File: config.mk
export PLATFORM = sky130hd
export DESIGN_NAME = qrs_div_cell
export DESIGN_NICKNAME = d
export VERILOG_FILES = /design/src/rtl/core/qrs_pkg.sv /design/src/rtl/core/qrs_div_cell.sv
export SDC_FILE = /design/constraint.sdc
export NUM_CORES = 1
export LEC_CHECK = 0
export ABC_CLOCK_PERIOD_IN_PS = 1570
export BUFFER_PORTS_ARGS = -buffer_cell sky130_fd_sc_hd__buf_2
export CORE_ASPECT_RATIO = 1.75
export CORE_MARGIN = 3
export CORE_UTILIZATION = 45
export CTS_CLUSTER_DIAMETER = 150
export DETAILED_ROUTE_END_ITERATION = 10
export PLACE_DENSITY_LB_ADDON = 0.3
export SLEW_MARGIN = 20
export SYNTH_ARGS = -nofsm -noshare
export SYNTH_HDL_FRONTEND = slang
export SYNTH_SLANG_ARGS = --single-unit
File: constraint.sdc
create_clock -name clk_i -period 1.57 [get_ports clk_i]
set_input_delay 0.0785 -clock clk_i [delete_from_list [all_inputs] [get_ports clk_i]]
set_output_delay 0.0785 -clock clk_i [all_outputs]
set_load 0.02 [all_outputs]
File: src/rtl/core/qrs_pkg.sv
package qrs_pkg;

  localparam int COEF_W   = 16;
  localparam int FRAC_W   = 16;
  localparam int OUT_W    = 33;
  // b*b - 4ac needs two bits beyond the products
  localparam int PROD_W   = 2 * COEF_W;
  localparam int DISC_W   = PROD_W + 3;
  // radicand: nonnegative discriminant, padded to an even width
  localparam int RAD_W    = PROD_W + 2;
  localparam int ROOT_W   = RAD_W / 2;
  localparam int SREM_W   = ROOT_W + 2;
  // -b +/- s
  localparam int NUM_W    = ROOT_W + 2;
  localparam int MAG_W    = ROOT_W;
  localparam int DVD_W    = MAG_W + FRAC_W;
  localparam int DIVS_W   = COEF_W + 1;

  typedef enum logic [1:0] {
    ST_A_ZERO  = 2'd0,
    ST_NO_REAL = 2'd1,
    ST_DOUBLE  = 2'd2,
    ST_TWO     = 2'd3
  } status_e;

  typedef struct packed {
    status_e                   status;
    logic signed [COEF_W-1:0]  a;
    logic signed [COEF_W-1:0]  b;
  } sq_side_t;

  typedef struct packed {
    status_e    status;
    logic [1:0] neg;   // [1] plus root, [0] minus root
  } div_side_t;

endpackage

File: src/rtl/core/qrs_div_cell.sv
// One quotient bit per cell, both roots side by side, shared divisor.
module qrs_div_cell (
  input  logic                          clk_i,
  input  logic                          rst_ni,
  input  logic                          en_i,
  input  logic                          valid_i,
  input  qrs_pkg::div_side_t            side_i,
  input  logic [qrs_pkg::DIVS_W-1:0]    dvs_i,
  input  logic [1:0][qrs_pkg::DIVS_W-1:0] rem_i,
  input  logic [1:0][qrs_pkg::DVD_W-1:0]  dq_i,
  output logic                          valid_o,
  output qrs_pkg::div_side_t            side_o,
  output logic [qrs_pkg::DIVS_W-1:0]    dvs_o,
  output logic [1:0][qrs_pkg::DIVS_W-1:0] rem_o,
  output logic [1:0][qrs_pkg::DVD_W-1:0]  dq_o
);
  import qrs_pkg::*;

  logic [1:0][DIVS_W:0]   rem_x;
  logic [1:0][DIVS_W:0]   rem_diff;
  logic [1:0]             ge;
  logic [1:0][DIVS_W-1:0] rem_d;
  logic [1:0][DVD_W-1:0]  dq_d;
  logic                   valid_q;
  div_side_t              side_q;
  logic [DIVS_W-1:0]      dvs_q;
  logic [1:0][DIVS_W-1:0] rem_q;
  logic [1:0][DVD_W-1:0]  dq_q;

  always_comb begin
    for (int l = 0; l < 2; l++) begin
      rem_x[l]    = {rem_i[l], dq_i[l][DVD_W-1]};
      ge[l]       = (rem_x[l] >= {1'b0, dvs_i});
      rem_diff[l] = ge[l] ? (rem_x[l] - {1'b0, dvs_i}) : rem_x[l];
      rem_d[l]    = rem_diff[l][DIVS_W-1:0];
      dq_d[l]     = {dq_i[l][DVD_W-2:0], ge[l]};
    end
  end

  always_ff @(posedge clk_i or negedge rst_ni) begin
    if (!rst_ni) begin
      valid_q <= 1'b0;
    end else if (en_i) begin
      valid_q <= valid_i;
    end
  end

  always_ff @(posedge clk_i) begin
    if (en_i) begin
      side_q <= side_i;
      dvs_q  <= dvs_i;
      rem_q  <= rem_d;
      dq_q   <= dq_d;
    end
  end

  assign valid_o = valid_q;
  assign side_o  = side_q;
  assign dvs_o   = dvs_q;
  assign rem_o   = rem_q;
  assign dq_o    = dq_q;

endmodule

# After elaboration in Yosys (flattened, before gate mapping)
# Index checks and enable logic that the tools add are counted.
op_classes:
  add_sub_neg: 2
  magnitude_cmp: 2
  mux: 2
op_table:
  columns: ["op", "count"]
  rows:
  - ["$ge A18 B17 Y1", 2]
  - ["$mux W17", 2]
  - ["$sub A17 B17 Y17", 2]
word_totals:
  reg_bits: 122
  in_bits: 125
  out_inout_bits: 122
  word_cells: 14

# Logic depth before layout (Yosys ltp)
depth:
  depth_word: 2
  ltp_mapped: 12

# Least setup slack after synthesis
# No wires, ideal clock.
synth_path:
  kind: "input -> register"
  from: "input dq_i[65] (netlist bit)"
  to: "register rem_q (netlist bit rem_o[25]), data pin"
  arrival_time_ns: 2.039
  required_time_ns: 1.310
  path_slack_ns: -0.729
  cell_stages: 11
  path_buffers: 1
  cell_sequence: "inv_1 -> ha_1 -> inv_1 -> fa_1 -> a21o_1 -> and2_1 -> o31a_1 -> o21ai_4 -> inv_2 -> buf_6 -> mux2_4"
synth_lines:
  columns: ["element", "line_no", "rtl"]
  rows:
  - ["start, declared", "qrs_div_cell.sv:10", "input logic [1:0][qrs_pkg::DVD_W-1:0] dq_i,"]
  - ["end signal, assigned", "qrs_div_cell.sv:52", "rem_q <= rem_d;"]
  - ["end, declared", "qrs_div_cell.sv:27", "logic [1:0][DIVS_W-1:0] rem_q;"]

==> flow_metrics.py <==
metrics = {
    "outcome": {
        "status": "complete, but fails checks",
        "violations": "negative setup slack",
    },
    "routing": {
        "dr_total_vias": 5893,
        "wl_um": 22800,
        "wl_per_cell_um": 20.5,
        "antenna_left": 0,
        "drtIter0Drc": 397,
        "drc": 0,
        "firstDrtPassIters": 5,
        "routed_via_density": 5.29,
    },
    "yosys": {
        "yosys_warnings": 0,
        "synth_edf_count": 121,
        "yosysTopAreaCellShare_pct": 61.1,
        "synth_area_leaders": "edfxtp_1 (61%), ha_1 (7.2%), mux2_2 (3.4%)",
        "syn_inst": 441,
        "synth_cell_types": 61,
        "ys_ff_latch": 122,
        "yosysMostFrequentCell": "edfxtp_1",
        "syn_area_per_cell_sq_um": 13.5,
        "synth_ff_type": "edfxtp_1",
        "netlist_area_sq_mm": 0.00595,
        "yosysSeqAreaShare_pct": 61.5,
        "yosys.area.top_type": "edfxtp_1",
        "synth.net_count": 602,
        "ys_top_cells_by_count": "edfxtp_1 (121), ha_1 (34), nand2_1 (33), a21oi_1 (26), inv_1 (25)",
        "async_flop_share_pct": 0.820,
    },
    "worst_setup_path": {
        "crit_path_max_fanout": 10,
        "cp.arrival_ps": 2150,
        "cp_slowest_stage_delay_ps": 380,
        "crit_chain": "buf_8, clkinvlp_4, buf_6, fa_2, a21o_1, and2_4, o31a_1, o21ai_4, inv_6, mux2_4",
        "critical_path_buf_inv_count": 4,
        "crit_type": "in -> reg",
        "cp_data_required_time_ps": 1730,
        "critPathTopFamily": "compound AO/OA/AOI/OAI gates",
        "crit_slowest_cell": "fa_2",
        "end_kind": "flop",
        "start_kind": "input pin",
    },
    "die": {
        "die_h_um": 158,
        "fp.dieW_um": 92.9,
        "die_area_sq_mm": 0.0147,
        "start_util_pct": 46.0,
        "core.rowCount": 55,
        "pin_count": 247,
        "coreArea_sq_mm": 0.0129,
    },
    "sta": {
        "min_period_ps": 1990,
        "maxSlewHeadroom_pct": 66.5,
        "setup_viol": 36,
        "period_share_pct": 127,
        "fin_ws_ps": -417,
        "slew_viol_final": 0,
        "fmax_ghz": 0.503,
        "finalHoldViolCount": 0,
        "finalClockSkew_ps": 0,
        "rsz0062_at_grt": "true",
        "worstMarginPinSlew_ps": 502,
    },
    "global_routing": {
        "grt_overflow": 0,
        "grt_pass1_vias": 6004,
        "grt_max_degree": 45,
        "grt_busiest_layer": "met2",
        "grt_pass1_wl_um": 32700,
        "use_met3_pct": 6.28,
        "grt_use_met2_pct": 58.2,
        "grt_usage_pct": 29.5,
        "antenna_found_initial": 0,
        "grt_util_met1_pct": 31.2,
    },
    "pwr": {
        "leakagePower_uw": 0.00472,
        "peakVddDrop_uv": 887,
        "p_per_area_mw_per_mm2": 1060,
        "p_total_uw": 11100,
    },
    "placed_design": {
        "finalWeightedCongestion": 0.927,
        "dp_hpwl_um": 14700,
        "placed_cell_area_sq_mm": 0.00842,
        "place_ws_ps": -859,
        "portBuffers": 246,
    },
    "clock_tree": {
        "ctsRootBufferMaster": "clkbuf_16",
        "numClockSinks": 122,
        "numCtsBuffers": 17,
        "clockBufferDepth": 2,
        "clk-insertion-delay-late_ps": 400,
        "cts_tree": "done",
        "clk_pin_slew_ps": 60,
        "htree_levels": 4,
    },
    "layout": {
        "drive_above_1_share_pct": 53.2,
        "final_core_util_pct": 81.1,
        "n_antenna_cell": 0,
        "synthToLayoutAreaGrowth_pct": 76.4,
        "final_nets": 1093,
        "stdcell_area_sq_mm": 0.0105,
    },
    "job": {
        "max_cap_violations": 0,
    },
    "min_path": {
        "hold_path.class": "in -> reg",
    },
}
==> layout make-up <==
class | count | area [sq um]
flip-flops and latches | 122 | 3660
repair buffers | 481 | 3380
multi-input cells | 283 | 2510
fillers | 759 | 2440
clock buffers | 18 | 429
well taps | 171 | 214
inverters | 27 | 153
clock inverters | 13 | 144
==> cell usage in the layout (no fill, tap or decap), types with 8 or more instances in the layout <==
master and n:
o21a_1 10, dlygate4sd3_1 97, o21ai_0 12, buf_2 240
mux2_2 13, buf_6 8, a21o_1 15, ha_1 27
nand3_1 13, clkbuf_16 19, buf_4 128, a21oi_1 23
inv_1 19, nor2_1 16, edfxtp_1 121, nand2_1 26
xnor2_1 16, mux2_4 9
==> report_power, final <==
part	switching [uW]	internal [uW]	total, uW	leakage (uW)
sequential	108	3990	4100	0.00120
combinational	1630	1480	3110	0.00324
clock	1520	2340	3860	0.000281
total	3260	7820	11100	0.00472
==> stage by stage <==
stage	cells	hold WS (ps)	setup TNS [ps]
after global routing	1115	1.20	-13490
after CTS	1105	1.01	-8960
final	1115	3.57	-11960
after floorplan	441	-217	-17100
after detailed placement	974	-147	-27320
after global placement	974	-147	-26290
==> path summary, 6_finish.rpt <==
check | start | endpoint | slack [ps] | cells after the start
min | rem_i[19] | rem_o[20]$_DFFE_PP_ | 4 | 3
max in group asynchronous | rst_ni | valid_o$_DFFE_PN0P_ | 880 | 3
max reg2reg | valid_o$_DFFE_PN0P_ | valid_o$_DFFE_PN0P_ | 820 | 1
min in group asynchronous | rst_ni | valid_o$_DFFE_PN0P_ | 580 | 3
max | dvs_i[1] | rem_o[25]$_DFFE_PP_ | -420 | 10
min reg2reg | valid_o$_DFFE_PN0P_ | valid_o$_DFFE_PN0P_ | 530 | 1
==> what timing repair did <==
item                                   4_1_cts  5_1_grt
endpoints found under the hold margin       94        2
hold buffers                                95        2
pin swaps                                   19       24
setup endpoints to repair                   36       36
cloned                                       0        2
resized for setup                           37       56
setup buffers                                5        7
==> routing by layer <==
| metal | vias up | wire, um |
|---|---|---|
| li1 | 2675 | - |
| met5 | - | 0 |
| met1 | 2826 | 7710 |
| met4 | 0 | 784 |
| met2 | 335 | 12600 |
| met3 | 57 | 1710 |
==> registers in the layout (all words and copies together) (netlist names) <==
register and count:
valid_o 1, side_o 4, rem_o 34, dq_o 66, dvs_o 17
==> cells by family after synthesis <==
group / count (synthesis) / share of synthesized area (%)
and+or+nand+nor: 94 / 7.68
adders and majority gates: 36 / 7.82
xor gates and xnor gates: 19 / 2.80
DFF: 122 / 61.5
AOI/OAI and AO/OA: 112 / 13.1
buffers and inverters: 36 / 2.67
muxes: 22 / 4.42
No activity file was read; power rests on OpenSTA's default activity.
