===== src/rtl/core/qrs_pkg.sv =====
package qrs_pkg;

  localparam int COEF_W   = 16;
  localparam int FRAC_W   = 16;
  localparam int OUT_W    = 33;
  // b*b - 4ac needs two bits beyond the products
  localparam int PROD_W   = 2 * COEF_W;
  localparam int DISC_W   = PROD_W + 3;
  // radicand: nonnegative discriminant, padded to an even width
  localparam int RAD_W    = PROD_W + 2;
  localparam int ROOT_W   = RAD_W / 2;
  localparam int SREM_W   = ROOT_W + 2;
  // -b +/- s
  localparam int NUM_W    = ROOT_W + 2;
  localparam int MAG_W    = ROOT_W;
  localparam int DVD_W    = MAG_W + FRAC_W;
  localparam int DIVS_W   = COEF_W + 1;

  typedef enum logic [1:0] {
    ST_A_ZERO  = 2'd0,
    ST_NO_REAL = 2'd1,
    ST_DOUBLE  = 2'd2,
    ST_TWO     = 2'd3
  } status_e;

  typedef struct packed {
    status_e                   status;
    logic signed [COEF_W-1:0]  a;
    logic signed [COEF_W-1:0]  b;
  } sq_side_t;

  typedef struct packed {
    status_e    status;
    logic [1:0] neg;   // [1] plus root, [0] minus root
  } div_side_t;

endpackage


===== src/rtl/core/qrs_sqrt_cell.sv =====
// One result bit of the floored square root per cell.
module qrs_sqrt_cell (
  input  logic                          clk_i,
  input  logic                          rst_ni,
  input  logic                          en_i,
  input  logic                          valid_i,
  input  qrs_pkg::sq_side_t             side_i,
  input  logic [qrs_pkg::RAD_W-1:0]     rad_i,
  input  logic [qrs_pkg::SREM_W-1:0]    rem_i,
  input  logic [qrs_pkg::ROOT_W-1:0]    root_i,
  output logic                          valid_o,
  output qrs_pkg::sq_side_t             side_o,
  output logic [qrs_pkg::RAD_W-1:0]     rad_o,
  output logic [qrs_pkg::SREM_W-1:0]    rem_o,
  output logic [qrs_pkg::ROOT_W-1:0]    root_o
);
  import qrs_pkg::*;

  logic [SREM_W+1:0] rem_x;
  logic [SREM_W+1:0] trial;
  logic              ge;
  logic [SREM_W+1:0] rem_diff;
  logic [SREM_W-1:0] rem_d;
  logic [ROOT_W-1:0] root_d;
  logic [RAD_W-1:0]  rad_d;
  logic              valid_q;
  sq_side_t          side_q;
  logic [RAD_W-1:0]  rad_q;
  logic [SREM_W-1:0] rem_q;
  logic [ROOT_W-1:0] root_q;

  always_comb begin
    rem_x    = {rem_i, rad_i[RAD_W-1 -: 2]};
    trial    = {2'b00, root_i, 2'b01};
    ge       = (rem_x >= trial);
    rem_diff = ge ? (rem_x - trial) : rem_x;
    rem_d    = rem_diff[SREM_W-1:0];
    root_d   = {root_i[ROOT_W-2:0], ge};
    rad_d    = {rad_i[RAD_W-3:0], 2'b00};
  end

  always_ff @(posedge clk_i or negedge rst_ni) begin
    if (!rst_ni) begin
      valid_q <= 1'b0;
    end else if (en_i) begin
      valid_q <= valid_i;
    end
  end

  always_ff @(posedge clk_i) begin
    if (en_i) begin
      side_q <= side_i;
      rad_q  <= rad_d;
      rem_q  <= rem_d;
      root_q <= root_d;
    end
  end

  assign valid_o = valid_q;
  assign side_o  = side_q;
  assign rad_o   = rad_q;
  assign rem_o   = rem_q;
  assign root_o  = root_q;

endmodule


===== config.mk =====
export PLATFORM = sky130hd
export DESIGN_NAME = qrs_sqrt_cell
export DESIGN_NICKNAME = d
export VERILOG_FILES = /design/src/rtl/core/qrs_pkg.sv /design/src/rtl/core/qrs_sqrt_cell.sv
export SDC_FILE = /design/constraint.sdc
export NUM_CORES = 1
export LEC_CHECK = 0
export BUFFER_PORTS_ARGS = -buffer_cell sky130_fd_sc_hd__buf_2
export CAP_MARGIN = 30
export CORE_MARGIN = 10
export CORE_UTILIZATION = 30
export CTS_BUF_LIST = sky130_fd_sc_hd__clkbuf_2
export CTS_CLUSTER_DIAMETER = 80
export DETAILED_ROUTE_END_ITERATION = 16
export PLACE_DENSITY = 0.65
export SYNTH_ARGS = -nofsm -noshare
export SYNTH_HDL_FRONTEND = slang
export SYNTH_SLANG_ARGS = --single-unit

===== constraint.sdc =====
create_clock -name clk_i -period 1.82 [get_ports clk_i]
set_input_delay 0.364 -clock clk_i [delete_from_list [all_inputs] [get_ports clk_i]]
set_output_delay 0.364 -clock clk_i [all_outputs]
set_load 0.01 [all_outputs]

==> After elaboration in Yosys (flattened, before gate mapping) <==
Index checks and enable logic that the tools add are counted.
{ "word_totals": {"output_inout_bits": 105, "reg_bits": 103, "input_bits": 108, "word_cells": 10} }
{ "op_classes": {"addsub": 1, "mux": 1, "order_cmp": 1} }
{ "op_table": {"columns": ["op", "n"], "rows": [
  [">= comparator 21 x 19 -> 1 bit", 1],
  ["two-way mux 19 bit", 1],
  ["subtractor 19 bit", 1]
]} }

==> Depth between registers and ports, before layout <==
Gate-level depths: netlist of run 1.
{ "logic_depth": {"ltp_word": 2, "depth_mapped": 10, "ltp_nobuf": 8} }

==> Worst setup path before layout of run 1 <==
OpenSTA, ideal clock, no wires.
{ "synth_timing": {"path_kind": "input to register", "start": "in root_i[14] (netlist bit)", "end": "reg rem_q[10], in the netlist rem_o[10], data pin", "t_arrival_ps": 2092, "setup_slack_ps": -533, "path_buffers": 1, "stages": 9, "setup_time_ps": 260, "t_required_ps": 1560, "path_cell_list": "inv_1 > ha_1 > and4_4 > and2_4 > a2111oi_2 > o21ai_1 > a21o_1 > buf_6 > mux2_4"} }
{ "synth_via": {"elab_chain_len": 2} }
{ "synth_rtl": {"columns": ["element", "line_no", "rtl"], "rows": [
  ["from (decl)", "qrs_sqrt_cell.sv:10", "input logic [qrs_pkg::ROOT_W-1:0] root_i,"],
  [">= comparator 21 x 19 -> 1 bit", "qrs_sqrt_cell.sv:35", "ge = (rem_x >= trial);"],
  ["two-way mux 19 bit", "qrs_sqrt_cell.sv:36", "rem_diff = ge ? (rem_x - trial) : rem_x;"],
  ["named net rem_diff[10]", "qrs_sqrt_cell.sv:22", "logic [SREM_W+1:0] rem_diff;"],
  ["to (signal assigned)", "qrs_sqrt_cell.sv:54", "rem_q <= rem_d;"],
  ["to (decl)", "qrs_sqrt_cell.sv:29", "logic [SREM_W-1:0] rem_q;"]
]} }
The timed path passes the listed nets, and every way through them passes these cells.
A chain may end at the register's enable or synchronous reset.

==> Worst setup path in the final report of run 1 <==
{ "layout_timing": {"start": "in root_i[14] (netlist bit)", "end": "reg rem_q[12], in the netlist rem_o[12], data pin"} }
Same word-level chain as after synthesis.

==> metrics.txt, run 1 <==
# TYPE chip_impl_metric gauge
chip_impl_metric{name="dr.pass1.iters",unit=""} 4
chip_impl_metric{name="initialDrtViolationCount",unit=""} 145
chip_impl_info{name="launch_instance_of_the_worst_register_to_register_path",value="valid_o"} 1
chip_impl_metric{name="die-area",unit="um2"} 20100
chip_impl_metric{name="hold_depth",unit=""} 2
chip_impl_metric{name="detail_route.wirelength",unit="um"} 15500
chip_impl_metric{name="detailedPlace.worstSlack",unit="ns"} -0.822
chip_impl_metric{name="slew_violations",unit=""} 0
chip_impl_metric{name="met2_wirelength",unit="um"} 7570
chip_impl_info{name="status",value="complete, but fails checks"} 1
chip_impl_metric{name="core",unit="um2"} 14500
chip_impl_metric{name="globalRouteOverflowTotal",unit=""} 0
chip_impl_metric{name="async_flop_share",unit="%"} 0.971
chip_impl_metric{name="wire_length_of_the_first_global_routing_pass",unit="um"} 23100
chip_impl_info{name="yosysTopAreaCell",value="sky130_fd_sc_hd__edfxtp_1"} 1
chip_impl_info{name="timing.hold.worst.class",value="in2reg"} 1
chip_impl_info{name="synth.most_common_cell",value="sky130_fd_sc_hd__edfxtp_1"} 1
chip_impl_info{name="timing.rr.end",value="valid_o"} 1
chip_impl_metric{name="wl_per_cell",unit="um"} 18.4
chip_impl_metric{name="finalWeightedCongestion",unit=""} 0.852
chip_impl_metric{name="fin_cells",unit=""} 844
chip_impl_metric{name="grt_pass1_vias",unit=""} 4022
chip_impl_info{name="critPathKind",value="in2reg"} 1
chip_impl_metric{name="min_period_over_period",unit="%"} 102
chip_impl_info{name="violations",value="setup timing"} 1
chip_impl_metric{name="vias",unit=""} 3745
chip_impl_metric{name="place.detailed.instances",unit=""} 735
chip_impl_metric{name="nNetsFinal",unit=""} 781
chip_impl_metric{name="critical_path_arrival",unit="ns"} 2.17
chip_impl_info{name="startpoint_kind_of_the_worst_setup_timing_path",value="primary input"} 1
chip_impl_metric{name="postSynthRegisterBits",unit=""} 103
chip_impl_metric{name="chipWidth",unit="um"} 142
chip_impl_metric{name="clock_insertion_delay_worst_skew",unit="ns"} 0.55
chip_impl_info{name="ys_top_cells_by_area",value="sky130_fd_sc_hd__edfxtp_1 69%, sky130_fd_sc_hd__mux2_4 5.4%, sky130_fd_sc_hd__ha_1 5.4%"} 1
chip_impl_metric{name="power.leakage",unit="nW"} 3.32
chip_impl_info{name="primary_flip_flop_cell_chosen_by_synthesis_mapping",value="sky130_fd_sc_hd__edfxtp_1"} 1
chip_impl_metric{name="area_growth_syn_to_layout",unit="%"} 69.7
chip_impl_metric{name="crit_path_max_fanout",unit=""} 4
chip_impl_metric{name="final_hold_viol_count",unit=""} 0
chip_impl_metric{name="largest_net_degree_at_the_start_of_global_routing",unit=""} 39
chip_impl_metric{name="finClkSkew",unit="ns"} 0
chip_impl_metric{name="grt_antenna_before_repair",unit=""} 4
chip_impl_metric{name="die_h",unit="um"} 142
chip_impl_metric{name="htreeDepth",unit=""} 3
chip_impl_metric{name="syn-instance-count",unit=""} 281
chip_impl_info{name="synth_top_cells_by_count",value="102 x sky130_fd_sc_hd__edfxtp_1, 22 x sky130_fd_sc_hd__inv_1, 19 x sky130_fd_sc_hd__ha_1, 16 x sky130_fd_sc_hd__mux2_4, 15 x sky130_fd_sc_hd__nand2_1"} 1
chip_impl_metric{name="mappedNetlistArea",unit="um2"} 4440
chip_impl_metric{name="drive_above_1_share",unit="%"} 54.7
chip_impl_metric{name="vdd_ir_drop_max",unit="mV"} 0.405
chip_impl_metric{name="worst_r2r_path_depth",unit=""} 1
chip_impl_metric{name="max-cap-violations",unit=""} 0
chip_impl_metric{name="placement_rows",unit=""} 44
chip_impl_metric{name="synthDominantCellAreaShare",unit="%"} 69.0
chip_impl_metric{name="finalSetupViolations",unit=""} 11
chip_impl_info{name="master_cell_of_the_clock_root_buffer",value="sky130_fd_sc_hd__clkbuf_2"} 1
chip_impl_metric{name="ios",unit=""} 213
chip_impl_metric{name="cellPowerDensity",unit="nW/um2"} 718
chip_impl_metric{name="worst_setup_slack_after_layout",unit="ns"} -0.0359
chip_impl_metric{name="track_usage",unit="%"} 14.7
chip_impl_metric{name="ant_nets",unit=""} 0
chip_impl_metric{name="fin_worst_hold_slack",unit="ns"} 0.0650
chip_impl_metric{name="worst_setup_hold_path_clk_slew",unit="ns"} 0.29
chip_impl_metric{name="initial_utilization",unit="%"} 30.5
chip_impl_metric{name="fin_total_pwr",unit="mW"} 5.41
chip_impl_metric{name="clock_sink_count",unit=""} 103
chip_impl_info{name="hold_path.startpoint",value="root_i[6]"} 1
chip_impl_metric{name="syn_avg_cell_area",unit="um2"} 15.8
chip_impl_metric{name="wl_met3",unit="um"} 1610
chip_impl_metric{name="synth_enable_flop_cells",unit=""} 102
chip_impl_metric{name="port_buffers",unit=""} 210
chip_impl_metric{name="required",unit="ns"} 2.14
chip_impl_metric{name="seq_area_frac_synth",unit="%"} 69.6
chip_impl_metric{name="dp.final_hpwl",unit="um"} 11800
chip_impl_info{name="end_kind",value="register"} 1
chip_impl_metric{name="remaining_drc_errors",unit=""} 0
chip_impl_metric{name="maximum_clock_frequency",unit="GHz"} 0.539
chip_impl_metric{name="period_needed",unit="ns"} 1.86
chip_impl_metric{name="regToRegSetupSlack",unit="ns"} 1.04
chip_impl_info{name="top_signal_layer_used",value="met5"} 1
chip_impl_metric{name="detail_route.vias_per_cell",unit=""} 4.44
chip_impl_info{name="cts_tree",value="built"} 1
chip_impl_metric{name="cts_made_buffers",unit=""} 9
chip_impl_metric{name="drt-met1-wl",unit="um"} 6010
chip_impl_metric{name="synth_warnings",unit=""} 0
chip_impl_metric{name="netlist-cell-type-count",unit=""} 44
chip_impl_metric{name="ctsLongestPathBuffers",unit=""} 2
chip_impl_info{name="timing.hold.worst_endpoint",value="root_o[7]"} 1
[placed cells by master (no fill, tap or decap), types with 4 or more instances in the layout]
master                          instances
sky130_fd_sc_hd__a21oi_1               14
sky130_fd_sc_hd__buf_2                200
sky130_fd_sc_hd__buf_4                 73
sky130_fd_sc_hd__buf_6                  8
sky130_fd_sc_hd__clkbuf_2               9
sky130_fd_sc_hd__dlygate4sd3_1         82
sky130_fd_sc_hd__edfxtp_1             102
sky130_fd_sc_hd__ha_1                   4
sky130_fd_sc_hd__ha_4                  15
sky130_fd_sc_hd__inv_1                  9
sky130_fd_sc_hd__inv_2                  9
sky130_fd_sc_hd__mux2_4                16
sky130_fd_sc_hd__nand2_1               14
sky130_fd_sc_hd__nand4_1                4
sky130_fd_sc_hd__nor2_1                 7
sky130_fd_sc_hd__o211ai_1               5
sky130_fd_sc_hd__o21ai_0                7
sky130_fd_sc_hd__o21ai_1                4
sky130_fd_sc_hd__xnor2_1                8
sky130_fd_sc_hd__xor2_1                 7
[logic make-up after synthesis]
kind of cell / count (synthesis) / share of synthesized area [%]
buf+inv: 29 / 3.18
mux: 19 / 6.14
simple gates: 41 / 4.57
fa+ha+maj: 19 / 5.36
xor+xnor: 15 / 2.96
other cells: 1 / 0.0845
compound gates: 54 / 8.15
flops: 103 / 69.6
[power breakdown]
group          switching [mW]  internal, mW
Clock                   0.793         0.197
Combinational           0.676         0.815
Sequential             0.0620          2.87
Total                    1.53          3.88
[metrics by stage]
step                TNS (ns)  area, um2  utilization, %
floorplan              -8.39       4570               -
global placement      -13.45       6310            43.4
finish                -0.188       7530            51.8
CTS                   -0.211       7440            51.2
detailed placement    -15.05       6310            43.4
global route        -0.00230       7530            51.8
[worst max-delay path, cell delays in order]
cell	delay [ns]
sky130_fd_sc_hd__buf_4	0.12
sky130_fd_sc_hd__inv_4	0.05
sky130_fd_sc_hd__ha_4	0.19
sky130_fd_sc_hd__and4_4	0.18
sky130_fd_sc_hd__and2_4	0.14
sky130_fd_sc_hd__a2111oi_4	0.36
sky130_fd_sc_hd__o21ai_2	0.12
sky130_fd_sc_hd__a21o_4	0.22
sky130_fd_sc_hd__buf_6	0.13
sky130_fd_sc_hd__mux2_4	0.28
[routing by layer]
metal	vias up	global-route usage, %
met1	1757	16.0
li1	1802	-
met2	160	25.1
met4	4	4.73
met3	22	6.38
met5	-	0
[worst max-delay path by stage]
stage               slack, ns  cells past startpoint       start        end
floorplan               -0.47                      9  root_i[13]  rem_o[10]
global placement        -0.72                     10  root_i[13]   rem_o[8]
detailed placement      -0.82                     10   root_i[8]   rem_o[3]
CTS                     -0.03                     10   root_i[9]  rem_o[12]
global route           -0.002                     10  root_i[14]  rem_o[12]
finish                  -0.04                     10  root_i[14]  rem_o[12]
[final cells by class]
cell class | instances | area [um2]
repair buffers | 368 | 2540
diodes | 2 | 5.00
inverters | 22 | 103
clock inverters | 6 | 53.8
multi-input cells | 150 | 1470
clock buffers | 9 | 45.0
well taps | 184 | 230
flip-flops and latches | 103 | 3090
fillers | 1233 | 7000
[flip-flops by register name, indices dropped and copies added (netlist names)]
signal,count
side_o,34
rad_o,32
rem_o,19
root_o,17
valid_o,1
[timing repair]
item	in CTS	in global routing
setup endpoints to repair	18	19
cloned	1	0
buffers inserted	4	5
endpoints found under the hold margin	81	0
gates resized for setup	31	19
hold buffers	82	0
pin swaps	8	10
Note: power is estimated with default switching activity, not from simulation.
==> run 2, diff against run 1 <==
==> constraint.sdc (replaced) <==
create_clock -name clk_i -period 1.82 [get_ports clk_i]
set_input_delay 0 -clock clk_i [delete_from_list [all_inputs] [get_ports clk_i]]
set_output_delay 0 -clock clk_i [all_outputs]
set_load 0.01 [all_outputs]
==> metrics.txt, run 2 (synthesis results as in run 1) <==
# TYPE chip_impl_metric gauge
chip_impl_info{name="layout_commonest_cell",value="sky130_fd_sc_hd__buf_2"} 1
chip_impl_metric{name="finalWeightedCongestion",unit=""} 0.813
chip_impl_metric{name="finClkSkew",unit="ns"} 0
chip_impl_metric{name="cell_area_after_placement",unit="um2"} 6240
chip_impl_metric{name="drive_above_1_share",unit="%"} 47.5
chip_impl_metric{name="ctsResizeCount",unit=""} 0
chip_impl_metric{name="crit_path_max_fanout",unit=""} 13
chip_impl_info{name="critPathKind",value="in2reg"} 1
chip_impl_metric{name="chipWidth",unit="um"} 142
chip_impl_metric{name="dr.pass1.iters",unit=""} 4
chip_impl_metric{name="dp.final_hpwl",unit="um"} 11600
chip_impl_info{name="end_kind",value="register"} 1
chip_impl_info{name="master_cell_of_the_clock_root_buffer",value="sky130_fd_sc_hd__clkbuf_2"} 1
chip_impl_info{name="layout_common_cells",value="209 x sky130_fd_sc_hd__buf_2, 107 x sky130_fd_sc_hd__dlygate4sd3_1, 102 x sky130_fd_sc_hd__edfxtp_1"} 1
chip_impl_metric{name="cts_made_buffers",unit=""} 9
chip_impl_metric{name="placement_rows",unit=""} 44
chip_impl_metric{name="grt_pass1_vias",unit=""} 4023
chip_impl_metric{name="maximum_clock_frequency",unit="GHz"} 0.608
chip_impl_info{name="timing.hold.worst.class",value="in2reg"} 1
chip_impl_metric{name="detail_route.wirelength",unit="um"} 15200
chip_impl_metric{name="htreeDepth",unit=""} 3
chip_impl_metric{name="layout.cell_area.non_filler",unit="um2"} 7420
chip_impl_metric{name="wl_per_cell",unit="um"} 17.8
chip_impl_metric{name="port_buffers",unit=""} 210
chip_impl_metric{name="max-cap-violations",unit=""} 0
chip_impl_metric{name="globalRouteOverflowTotal",unit=""} 0
chip_impl_metric{name="remaining_drc_errors",unit=""} 0
chip_impl_info{name="cts_tree",value="built"} 1
chip_impl_metric{name="post_cts.repair.setup_buffers",unit=""} 0
chip_impl_metric{name="track_usage",unit="%"} 14.4
chip_impl_metric{name="ios",unit=""} 213
chip_impl_metric{name="final_hold_viol_count",unit=""} 0
chip_impl_metric{name="setup_total_negative_slack",unit="ns"} 0
chip_impl_metric{name="fin_total_pwr",unit="mW"} 5.35
chip_impl_metric{name="clock_insertion_delay_worst_skew",unit="ns"} 0.53
chip_impl_metric{name="die_h",unit="um"} 142
chip_impl_metric{name="power.leakage",unit="nW"} 3.33
chip_impl_info{name="grt_setup_unrepaired",value="false"} 1
chip_impl_metric{name="grt_antenna_before_repair",unit=""} 5
chip_impl_metric{name="min_period_over_period",unit="%"} 90.3
chip_impl_metric{name="vias",unit=""} 3766
chip_impl_metric{name="place.detailed.instances",unit=""} 729
chip_impl_metric{name="fin_cells",unit=""} 854
chip_impl_metric{name="nNetsFinal",unit=""} 790
chip_impl_metric{name="core",unit="um2"} 14500
chip_impl_metric{name="largest_net_degree_at_the_start_of_global_routing",unit=""} 36
chip_impl_metric{name="clock_sink_count",unit=""} 103
chip_impl_metric{name="worst_setup_slack_after_layout",unit="ns"} 0.176
chip_impl_metric{name="period_needed",unit="ns"} 1.64
chip_impl_metric{name="largest_reg_flops",unit=""} 34
chip_impl_metric{name="die-area",unit="um2"} 20100
chip_impl_metric{name="wire_length_of_the_first_global_routing_pass",unit="um"} 22700
chip_impl_metric{name="slew_violations",unit=""} 0
chip_impl_metric{name="detail_route.vias_per_cell",unit=""} 4.41
chip_impl_metric{name="fin_worst_hold_slack",unit="ns"} 0.0883
chip_impl_info{name="startpoint_kind_of_the_worst_setup_timing_path",value="primary input"} 1
chip_impl_metric{name="cellPowerDensity",unit="nW/um2"} 720
chip_impl_metric{name="area_growth_syn_to_layout",unit="%"} 67.2
chip_impl_metric{name="worst_setup_hold_path_clk_slew",unit="ns"} 0.31
chip_impl_metric{name="required",unit="ns"} 2.15
chip_impl_metric{name="critical_path_arrival",unit="ns"} 1.98
chip_impl_metric{name="cts_hold_buffers",unit=""} 107
chip_impl_metric{name="initial_utilization",unit="%"} 30.5
chip_impl_metric{name="initialDrtViolationCount",unit=""} 172
chip_impl_metric{name="finalSetupViolations",unit=""} 0
chip_impl_metric{name="ctsLongestPathBuffers",unit=""} 2
chip_impl_metric{name="detailedPlace.worstSlack",unit="ns"} -0.472
chip_impl_metric{name="ant_nets",unit=""} 0
chip_impl_metric{name="fin_util",unit="%"} 51.1
chip_impl_metric{name="vdd_ir_drop_max",unit="mV"} 0.320
chip_impl_info{name="status",value="complete, no violations"} 1
chip_impl_metric{name="regToRegSetupSlack",unit="ns"} 0.47
-- run 2: cell types whose count changed in the layout (fill, tap and decap cells not counted), sizes merged --
cell	change
buf	-16
diode	+1
dlygate4sd3	+25
-- run 2: path summary, 6_finish.rpt --
kind	from	endpoint	cells past startpoint
hold / removal	rem_i[2]	rem_o[4]	4
min in group asynchronous	rst_ni	valid_o	3
setup / recovery	root_i[8]	rem_o[9]	10
setup reg to reg	valid_o	valid_o	2
hold reg to reg	valid_o	valid_o	2
max in group asynchronous	rst_ni	valid_o	3
-- run 2: where the power goes --
| group | switching, mW | total [mW] | leakage [nW] | internal, mW |
|---|---|---|---|---|
| combinational | 0.642 | 1.41 | 2.26 | 0.767 |
| clock | 0.805 | 1.01 | 0.0620 | 0.203 |
| sequential | 0.0632 | 2.93 | 1.01 | 2.87 |
| total | 1.51 | 5.35 | 3.33 | 3.84 |
-- run 2: area by class of cell --
cell class,instances,area [um2]
flip-flops and latches,103,3090
fillers,1258,7110
inverters,22,97.6
clock buffers,9,45.0
multi-input cells,150,1290
well taps,184,230
repair buffers,377,2610
diodes,3,7.51
clock inverters,6,56.3
-- run 2: routing by layer --
layer	track usage [%]	wire length, um	up-vias
met5	0	38	-
met4	5.00	310	4
met3	6.64	1670	22
met2	24.9	7440	160
met1	15.2	5730	1751
li1	-	-	1829
-- run 2: critical path, stage by stage --
cell and delay (ns):
sky130_fd_sc_hd__buf_2 0.10, sky130_fd_sc_hd__inv_1 0.04, sky130_fd_sc_hd__ha_1 0.43, sky130_fd_sc_hd__nand4_1 0.19, sky130_fd_sc_hd__nor4_2 0.30, sky130_fd_sc_hd__a2111oi_4 0.13, sky130_fd_sc_hd__o21ai_1 0.13, sky130_fd_sc_hd__a21o_1 0.17
sky130_fd_sc_hd__buf_12 0.18, sky130_fd_sc_hd__mux2_4 0.30
